==> src/rtl/rrts_pkg.sv <==
// ----------------------------------------------------------------------------
// rrts_pkg
// Types and codes shared by the round-robin thread scheduler modules.
// ----------------------------------------------------------------------------
package rrts_pkg;

	// per-slot thread status
	typedef enum logic [1:0] {
		ST_READY   = 2'd0,
		ST_RUNNING = 2'd1,
		ST_LOCKED  = 2'd2,
		ST_STOPPED = 2'd3
	} status_t;

	// request codes
	localparam logic [2:0] REQ_TICK   = 3'd0;
	localparam logic [2:0] REQ_LOCK   = 3'd1;
	localparam logic [2:0] REQ_UNLOCK = 3'd2;
	localparam logic [2:0] REQ_CREATE = 3'd3;
	localparam logic [2:0] REQ_STOP   = 3'd4;
	localparam logic [2:0] REQ_RESUME = 3'd5;

	// controller to datapath commands
	typedef struct packed {
		logic load;   // capture the incoming request word
		logic exec;   // apply the captured request and post the result
	} cmd_t;

endpackage

==> src/rtl/rrts_ctrl.sv <==
// ----------------------------------------------------------------------------
// rrts_ctrl
// Request sequencer: takes a request word, then applies it in the EXEC state.
// ----------------------------------------------------------------------------
module rrts_ctrl (
	input  logic          clk,
	input  logic          arst_n,
	input  logic          start,
	output logic          busy,
	output rrts_pkg::cmd_t cmd
);

	typedef enum logic {
		IDLE,
		EXEC
	} state_t;

	state_t state_q;

	always_ff @(posedge clk or negedge arst_n) begin
		if (!arst_n) begin
			state_q <= IDLE;
			busy    <= 1'b0;
		end else begin
			case (state_q)
				IDLE: begin
					if (start) begin
						state_q <= EXEC;
						busy    <= 1'b1;
					end
				end
				EXEC: begin
					state_q <= IDLE;
					busy    <= 1'b0;
				end
				default: begin
					state_q <= IDLE;
					busy    <= 1'b0;
				end
			endcase
		end
	end

	assign cmd.load = start && (state_q == IDLE);
	assign cmd.exec = (state_q == EXEC);

endmodule

==> src/rtl/rrts_datapath.sv <==
// ----------------------------------------------------------------------------
// rrts_datapath
// Slot status table, slot count, current slot, round-robin pick and the
// registered result word.
// ----------------------------------------------------------------------------
module rrts_datapath #(
	parameter int MAX_THREADS = 16
) (
	input  logic           clk,
	input  logic           arst_n,
	input  rrts_pkg::cmd_t cmd,
	input  logic [2:0]     req_type,
	input  logic [3:0]     thread_index,
	output logic           done,
	output logic           switched,
	output logic [3:0]     running_index,
	output logic [3:0]     previous_index,
	output logic           result_code
);

	localparam int IW   = $clog2(MAX_THREADS);
	localparam int CW   = $clog2(MAX_THREADS + 1);
	localparam int CMPW = (CW > 4) ? CW : 4;

	rrts_pkg::status_t status_q [MAX_THREADS];
	rrts_pkg::status_t status_d [MAX_THREADS];
	logic [CW-1:0]     used_q, used_d;
	logic [IW-1:0]     cur_q, cur_d;
	logic [2:0]        req_q;
	logic [3:0]        idx_q;

	rrts_pkg::status_t cur_st;
	logic [MAX_THREADS-1:0] rdy, rdy_hi;
	logic [IW-1:0]     pick, pick_hi, pick_any;
	logic              got_hi, got_any;
	logic              target_ok, full;
	logic [IW-1:0]     tgt;
	logic              sw_d, rej_d;

	always_ff @(posedge clk) begin
		if (cmd.load) begin
			req_q <= req_type;
			idx_q <= thread_index;
		end
	end

	assign cur_st = status_q[cur_q];
	assign full   = (used_q == CW'(MAX_THREADS));
	assign tgt    = IW'(idx_q);
	assign target_ok = (idx_q != 4'd0)
		&& (CMPW'(idx_q) != CMPW'(cur_q))
		&& (CMPW'(idx_q) < CMPW'(used_q));

	// ready slots in use, with a running current slot already demoted
	always_comb begin
		for (int i = 0; i < MAX_THREADS; i++) begin
			rdy[i] = (CW'(i) < used_q) &&
				((status_q[i] == rrts_pkg::ST_READY) ||
				 ((IW'(i) == cur_q) && (cur_st == rrts_pkg::ST_RUNNING)));
			rdy_hi[i] = rdy[i] && (IW'(i) > cur_q);
		end
	end

	// lowest ready slot above current, else lowest ready slot overall
	always_comb begin
		pick_hi  = '0;
		pick_any = '0;
		got_hi   = 1'b0;
		got_any  = 1'b0;
		for (int i = MAX_THREADS - 1; i >= 0; i--) begin
			if (rdy_hi[i]) begin
				pick_hi = IW'(i);
				got_hi  = 1'b1;
			end
			if (rdy[i]) begin
				pick_any = IW'(i);
				got_any  = 1'b1;
			end
		end
		pick = got_hi ? pick_hi : pick_any;
	end

	always_comb begin
		for (int i = 0; i < MAX_THREADS; i++) begin
			status_d[i] = status_q[i];
		end
		used_d = used_q;
		cur_d  = cur_q;
		sw_d   = 1'b0;
		rej_d  = 1'b0;
		case (req_q)
			rrts_pkg::REQ_TICK: begin
				if (cur_st != rrts_pkg::ST_LOCKED) begin
					if (cur_st == rrts_pkg::ST_RUNNING) begin
						status_d[cur_q] = rrts_pkg::ST_READY;
					end
					if (got_any) begin
						status_d[pick] = rrts_pkg::ST_RUNNING;
						cur_d          = pick;
						sw_d           = (pick != cur_q);
					end
				end
			end
			rrts_pkg::REQ_LOCK: begin
				status_d[cur_q] = rrts_pkg::ST_LOCKED;
			end
			rrts_pkg::REQ_UNLOCK: begin
				status_d[cur_q] = rrts_pkg::ST_RUNNING;
			end
			rrts_pkg::REQ_CREATE: begin
				if (full) begin
					rej_d = 1'b1;
				end else begin
					status_d[IW'(used_q)] = rrts_pkg::ST_READY;
					used_d = used_q + CW'(1);
				end
			end
			rrts_pkg::REQ_STOP: begin
				if (target_ok) status_d[tgt] = rrts_pkg::ST_STOPPED;
				else rej_d = 1'b1;
			end
			rrts_pkg::REQ_RESUME: begin
				if (target_ok) status_d[tgt] = rrts_pkg::ST_READY;
				else rej_d = 1'b1;
			end
			default: begin
				rej_d = 1'b1;
			end
		endcase
	end

	always_ff @(posedge clk or negedge arst_n) begin
		if (!arst_n) begin
			for (int i = 0; i < MAX_THREADS; i++) begin
				status_q[i] <= (i == 0) ? rrts_pkg::ST_RUNNING : rrts_pkg::ST_READY;
			end
			used_q <= CW'(1);
			cur_q  <= '0;
			done   <= 1'b0;
		end else begin
			done <= cmd.exec;
			if (cmd.exec) begin
				for (int i = 0; i < MAX_THREADS; i++) begin
					status_q[i] <= status_d[i];
				end
				used_q <= used_d;
				cur_q  <= cur_d;
			end
		end
	end

	always_ff @(posedge clk) begin
		if (cmd.exec) begin
			switched       <= sw_d;
			running_index  <= 4'(cur_d);
			previous_index <= 4'(cur_q);
			result_code    <= rej_d;
		end
	end

endmodule

==> src/rtl/round_robin_thread_scheduler.sv <==
// ----------------------------------------------------------------------------
// round_robin_thread_scheduler
// Thread slot table with round-robin scheduling, lock, unlock, create, stop, resume.
// ----------------------------------------------------------------------------
// usage:
//   a request word (req_type, thread_index) is taken on a rising edge with
//   start high and busy low. busy stays high for the one cycle in which the
//   request is applied to the slot table.
//   one result word per request appears on switched, running_index,
//   previous_index and result_code for exactly one cycle with done high.
//   the request word is captured at the accepting edge and applied while
//   busy is high; done and the result word are registered at the same edge.
//   no new request is taken while busy is high; the next request may be taken
//   in the cycle that done is high, since the result sits in its own
//   output registers. the round-robin pick over all slots settles within
//   the apply cycle.
//   reset (arst_n low): slot 0 running, other slots ready, one slot in use,
//   current slot 0, no result pending.
//   the receiver cannot stall; done is a strobe and must be taken when seen.
// ----------------------------------------------------------------------------
module round_robin_thread_scheduler #(
	parameter int MAX_THREADS = 16
) (
	input  logic       clk,
	input  logic       arst_n,
	input  logic       start,
	output logic       busy,
	input  logic [2:0] req_type,
	input  logic [3:0] thread_index,
	output logic       done,
	output logic       switched,
	output logic [3:0] running_index,
	output logic [3:0] previous_index,
	output logic       result_code
);

	rrts_pkg::cmd_t cmd;

	rrts_ctrl u_ctrl (
		.clk    (clk),
		.arst_n (arst_n),
		.start  (start),
		.busy   (busy),
		.cmd    (cmd)
	);

	rrts_datapath #(
		.MAX_THREADS (MAX_THREADS)
	) u_datapath (
		.clk            (clk),
		.arst_n         (arst_n),
		.cmd            (cmd),
		.req_type       (req_type),
		.thread_index   (thread_index),
		.done           (done),
		.switched       (switched),
		.running_index  (running_index),
		.previous_index (previous_index),
		.result_code    (result_code)
	);

endmodule
==> config.mk <==
export PLATFORM = sky130hd
export DESIGN_NAME = round_robin_thread_scheduler
export DESIGN_NICKNAME = d
export VERILOG_FILES = /design/src/rtl/rrts_pkg.sv /design/src/rtl/rrts_ctrl.sv /design/src/rtl/rrts_datapath.sv /design/src/rtl/round_robin_thread_scheduler.sv
export SDC_FILE = /design/constraint.sdc
export NUM_CORES = 1
export LEC_CHECK = 0
export BUFFER_PORTS_ARGS = -buffer_cell sky130_fd_sc_hd__buf_2
export CAP_MARGIN = 40
export CORE_MARGIN = 8
export CORE_UTILIZATION = 45
export CTS_CLUSTER_SIZE = 30
export DETAILED_ROUTE_END_ITERATION = 6
export PLACE_DENSITY = 0.69
export SLEW_MARGIN = 40
export SYNTH_ARGS = -nofsm -noshare
export SYNTH_HDL_FRONTEND = slang
export SYNTH_SLANG_ARGS = --single-unit
==> constraint.sdc <==
create_clock -name clk -period 6 [get_ports clk]
set_clock_uncertainty 0.15 [all_clocks]
set_input_delay 0.9 -clock clk [delete_from_list [all_inputs] [get_ports clk]]
set_output_delay 0.9 -clock clk [all_outputs]
set_load 0.01 [all_outputs]
* After elaboration in Yosys (flattened, before gate mapping)
Index checks and enable logic that the tools add are counted.
** Storage, ports and cells
- Input bits :: 10
- Word-level logic and storage cells :: 312
- Output and inout bits :: 12
- Bits in registers :: 61
** Operators by class
- Reductions and logical operators :: 96
- $lt $le $gt $ge :: 41
- Mux-type cells :: 95
- Bitwise logic cells :: 22
- Add/sub/neg operators :: 1
- Eq/ne operators :: 30
** Operators by type and width (number)
- 32-bit two-way mux :: 8
- 32-bit case mux with 6 select lines :: 1
- 4-bit two-way mux :: 36
- 32-bit bitwise AND :: 3
- 32-bit NOT :: 3
- 1-bit logical AND :: 55
- 16-bit bitwise AND :: 3
- 16-bit NOT :: 3
- 16-bit bitwise OR :: 3
- 4-bit by 5-bit < comparator with 1-bit output (first input constant) :: 8
- 1-bit two-way mux :: 36
- 2-bit demux with 4-bit select :: 4
- 4-bit == test (first input constant) :: 8
- 4-bit > comparator (first input constant) :: 8
- 2-bit zero test :: 16
- 32-bit bitwise OR :: 1
- 5-bit >= comparator (second input constant) :: 4
- 3-bit by 5-bit < comparator with 1-bit output (first input constant) :: 4
- 5-bit by 1-bit < comparator with 1-bit output (second input constant) :: 4
- 4-bit NOT with 5-bit output :: 4
- 3-bit by 4-bit == test with 1-bit output (first input constant) :: 4
- 3-bit by 4-bit > comparator with 1-bit output (first input constant) :: 4
- 1-bit logical OR :: 16
- 2-bit two-way mux :: 6
- other kinds (28) :: 43

* Depth between registers and ports, before layout
- Word-level depth :: 36
- Mapped depth :: 13
- Gate-level depth less buffers :: 10

* By module
From an unflattened synthesis, not the netlist that was laid out.
** Second synthesis, totals
- Cells, all modules :: 751
- Area, all modules :: 5875.6 µm²
** Modules (own cells, without submodules)
- rrts_datapath :: seq. area each 1564.0 µm², instances 1, area an instance 5801.8 µm², cells each 746
- rrts_ctrl :: seq. area each 50.0 µm², instances 1, area an instance 73.8 µm², cells each 5

* Worst setup path before layout
Ideal clock, no wire load.
- Path kind :: reg2reg
- Start point :: reg u_datapath.used_q[1]
- End point :: reg u_datapath.switched (data pin)
- Stages on the path, launching flop included :: 11
- Arrival :: 3.233 ns
- Setup time :: 0.264 ns
- Setup slack :: 2.353 ns
- Cells stage by stage :: dfrtp_1 > buf_6 > or2_4 > o211ai_1 > a22oi_2 > or4_4 > or3b_4 > o31a_1 > a31o_2 > xnor2_1 > o41a_1
** Between the ends
- Longest elaborated chain between the ends :: 21
** Ends and longest elaborated chain
- start, declared :: line rrts_datapath.sv:27 : logic [CW-1:0] used_q, used_d;
- start signal, assigned :: line rrts_datapath.sv:146 : used_q <= used_d;
- 4-bit by 5-bit < comparator with 1-bit output :: line rrts_datapath.sv:57 : rdy[i] = (CW'(i) < used_q) &&
- 1-bit logical AND :: line rrts_datapath.sv:57
- 1-bit logical AND :: line rrts_datapath.sv:60 : rdy_hi[i] = rdy[i] && (IW'(i) > cur_q);
- 4-bit two-way mux or 1-bit two-way mux (tied branches) (16 in a row) :: line rrts_datapath.sv:71 : if (rdy_hi[i]) begin
- 4-bit two-way mux :: line rrts_datapath.sv:80 : pick = got_hi ? pick_hi : pick_any;
- 4-bit inequality test :: line rrts_datapath.sv:100 : sw_d = (pick != cur_q);
- end signal, assigned :: line rrts_datapath.sv:154 : switched <= sw_d;
- end, declared :: line rrts_datapath.sv:15 : output logic switched,
Several ways; a longest one is shown, not always the timed one.
A chain may end at the register's enable or synchronous reset.

* Worst setup path after layout
- Start point :: reg u_datapath.used_q[2]
- End point :: reg u_datapath.switched (data pin)
The elaborated chain is that of the path after synthesis.

==> results.sh <==
export IMPL_slew_headroom=0.3741
export IMPL_synth_top_family_by_area="compound AO/OA/AOI/OAI gates"
export IMPL_synth_cell_area_um2=5874
export IMPL_postCtsSetupRepairBufs=0
export IMPL_min_to="u_ctrl.busy"
export IMPL_hp_start="u_ctrl.busy"
export IMPL_cts_htree_levels=3
export IMPL_grt_setup_unrepaired="no"
export IMPL_fin_crit_sh=0.7269
export IMPL_synthTopCellsByArea="dfrtp_1, edfxtp_1, o21ai_0"
export IMPL_cts_root_buffer="clkbuf_16"
export IMPL_fin_setup_tns_ns=0
export IMPL_antenna_cells=0
export IMPL_die_area_um2=16970
export IMPL_ant_nets=0
export IMPL_worstMarginPinSlew_ns=0.9388
export IMPL_fmax_ghz=0.2293
export IMPL_hold_buffers=0
export IMPL_async_flop_share=0.7213
export IMPL_cts_max_path_buffers=2
export IMPL_gp_congestion=1.046
export IMPL_hold_viol=0
export IMPL_synth_avg_cell_area_um2=7.875
export IMPL_drt_total_wl_um=24100
export IMPL_floorplan_die_width_um=130.3
export IMPL_cts_sinks=61
export IMPL_cp_start_kind="flip-flop"
export IMPL_place_area_um2=6043
export IMPL_firstDrtPassIters=5
export IMPL_fin_nets=750
export IMPL_hold_path_class="reg2reg"
export IMPL_yosysTopAreaCellShare=0.1789
export IMPL_synthXorXnorAreaFrac=0.01789
export IMPL_pin_count=22
export IMPL_synth_edf_count=17
export IMPL_grt_usage=0.2897
export IMPL_final_cell_count_no_fill=910
export IMPL_cts_tree="done"
export IMPL_worstSetupPathType="reg2reg"
export IMPL_cp_max_fo=21
export IMPL_dp_cells=894
export IMPL_syn_num_nets=763
export IMPL_insertion_delay_ns=0.35
export IMPL_yosysSeqAreaShare=0.2748
export IMPL_grt_ovfl_total=0
export IMPL_coreArea_um2=12670
export IMPL_final_util=0.5034
export IMPL_viasPerCell=7.377
export IMPL_drt_iter0_drc=1261
export IMPL_vias=6713
export IMPL_ys_types=88
export IMPL_area_growth_synth_to_final_pct=8.584
export IMPL_syn_inst=746
export IMPL_drv_slew=0
export IMPL_endpoint_kind="flip-flop"
export IMPL_ys_flop_type="dfrtp_1"
export IMPL_synthTopCellsByCount="o21ai_0, nor2_1, nand2_1"
export IMPL_leakage_nw=2.265
export IMPL_fin_area_um2=6379
export IMPL_grt_pass1_vias=6145
export IMPL_yosys_warnings=0
export IMPL_drive_gt1_frac=0.1314
export IMPL_worstRegToRegCells=9
export IMPL_clk_pin_slew_ns=0.06
export IMPL_power_density_nw_per_um2=416.0
export IMPL_synth_top_cell_by_area="dfrtp_1"
export IMPL_cts_buffers=9
export IMPL_yosys_area_share_simple=0.2334
export IMPL_reg2reg_setup_slack_ns=1.64
export IMPL_wl_per_cell_um=26.48
export IMPL_drc=0
export IMPL_setup_violations=0
export IMPL_synth_compound_area_frac=0.3565
export IMPL_r2r_end="u_datapath.switched"
export IMPL_synth_most_common_cell="o21ai_0"
export IMPL_place_ws_ns=1.827
export IMPL_portBuffers=21
export IMPL_cp_required_ns=5.94
export IMPL_holdPathStages=2
export IMPL_drv_cap=0
export IMPL_dieHeight_um=130.3
export IMPL_cts_resized=0
export IMPL_muxShareOfSynthArea=0.05261
export IMPL_dp_hpwl_um=17470
export IMPL_grt_pass1_wl_um=37370
export IMPL_status="completed"
export IMPL_cp_arrival_ns=4.30
export IMPL_reg2reg_from="u_datapath.used_q[2]"
export IMPL_antenna_found_initial=0
export IMPL_finalCriticalPeriod_ns=4.361
export IMPL_irDropWorstVdd_uv=196.8
export IMPL_synth_adder_area_share=0.01491
export IMPL_row_count=41
export IMPL_fin_ws_ns=1.639
export IMPL_synth_seq_cells=61
export IMPL_start_util=0.4636
export IMPL_grt_max_degree=45
## flip-flops by register name, summed over array words and instances, names as in the netlist, 3 cells and up
name                       flops
u_datapath.status_q           32
u_datapath.used_q              5
u_datapath.previous_index      4
u_datapath.req_q               3
u_datapath.cur_q               4
u_datapath.idx_q               4
u_datapath.running_index       4
## cell families after synthesis
| kind of cell | after synthesis |
|---|---|
| compound gates | 303 |
| simple gates | 273 |
| flops | 61 |
| buf+inv | 68 |
| fa+ha+maj | 7 |
| mux | 22 |
| xor+xnor | 12 |
## worst max-delay path, cell delays in order (launching register included)
cell	delay [ns]
dfrtp_1	0.72
a2111oi_2	0.66
nand2b_1	0.20
a221oi_1	0.12
nor4_1	0.57
or3b_4	0.49
o31a_1	0.37
a31o_2	0.26
xnor2_1	0.14
o41a_1	0.39
## cell type report
type | instances | area, um^2
repair buffers | 34 | 205.2
flip-flops and latches | 61 | 1615
clock buffers | 9 | 225.2
fillers | 1229 | 6292
well taps | 172 | 215.2
clock inverters | 7 | 97.59
multi-input cells | 617 | 3983
inverters | 10 | 37.54
## worst max-delay path by stage
| stage | startpoint | end | slack (ns) |
|---|---|---|---|
| 6_report | u_datapath.used_q[2] | u_datapath.switched | 1.64 |
| 5_1_grt | u_datapath.used_q[2] | u_datapath.switched | 1.57 |
| 4_1_cts | u_datapath.used_q[2] | u_datapath.switched | 1.80 |
| 3_3_place_gp | u_datapath.cur_q[1] | u_datapath.switched | 1.59 |
| 2_1_floorplan | u_datapath.used_q[1] | u_datapath.switched | 2.35 |
| 3_5_place_dp | u_datapath.used_q[2] | u_datapath.switched | 1.83 |
## per-stage QoR
step           total power [mW]  hold WS [ns]
5_1_grt                   2.752        0.3963
6_report                  2.653        0.3498
4_1_cts                   2.580        0.3533
2_1_floorplan             1.574        0.2696
3_5_place_dp              2.000        0.3417
3_3_place_gp              1.987        0.3215
## where the power goes
group          switching, mW  internal [mW]  total (mW)
registers              0.181          0.514       0.695
logic                  0.902          0.477        1.38
clock network          0.213          0.366       0.579
## placed cells by master, fill, tap and decap left out, types with 12 or more instances in the layout
| cell type | n |
|---|---|
| nor2_1 | 72 |
| nand2_1 | 61 |
| a31oi_1 | 13 |
| edfxtp_1 | 17 |
| o21ai_0 | 73 |
| a21oi_1 | 55 |
| a22oi_1 | 12 |
| buf_4 | 14 |
| nand3_1 | 26 |
| nand2b_1 | 20 |
| o22ai_1 | 17 |
| dfrtp_1 | 41 |
| buf_2 | 20 |
| nor3_1 | 14 |
| o211ai_1 | 14 |
## layer usage
metal	part of all wire	up-vias	GRT usage
li1	-	2867	-
met2	0.43	559	0.4205
met3	0.14	118	0.09955
met1	0.38	3169	0.3763
met5	0	-	0
met4	0.053	0	0.1400
Note: power is estimated with default switching activity, not from simulation.
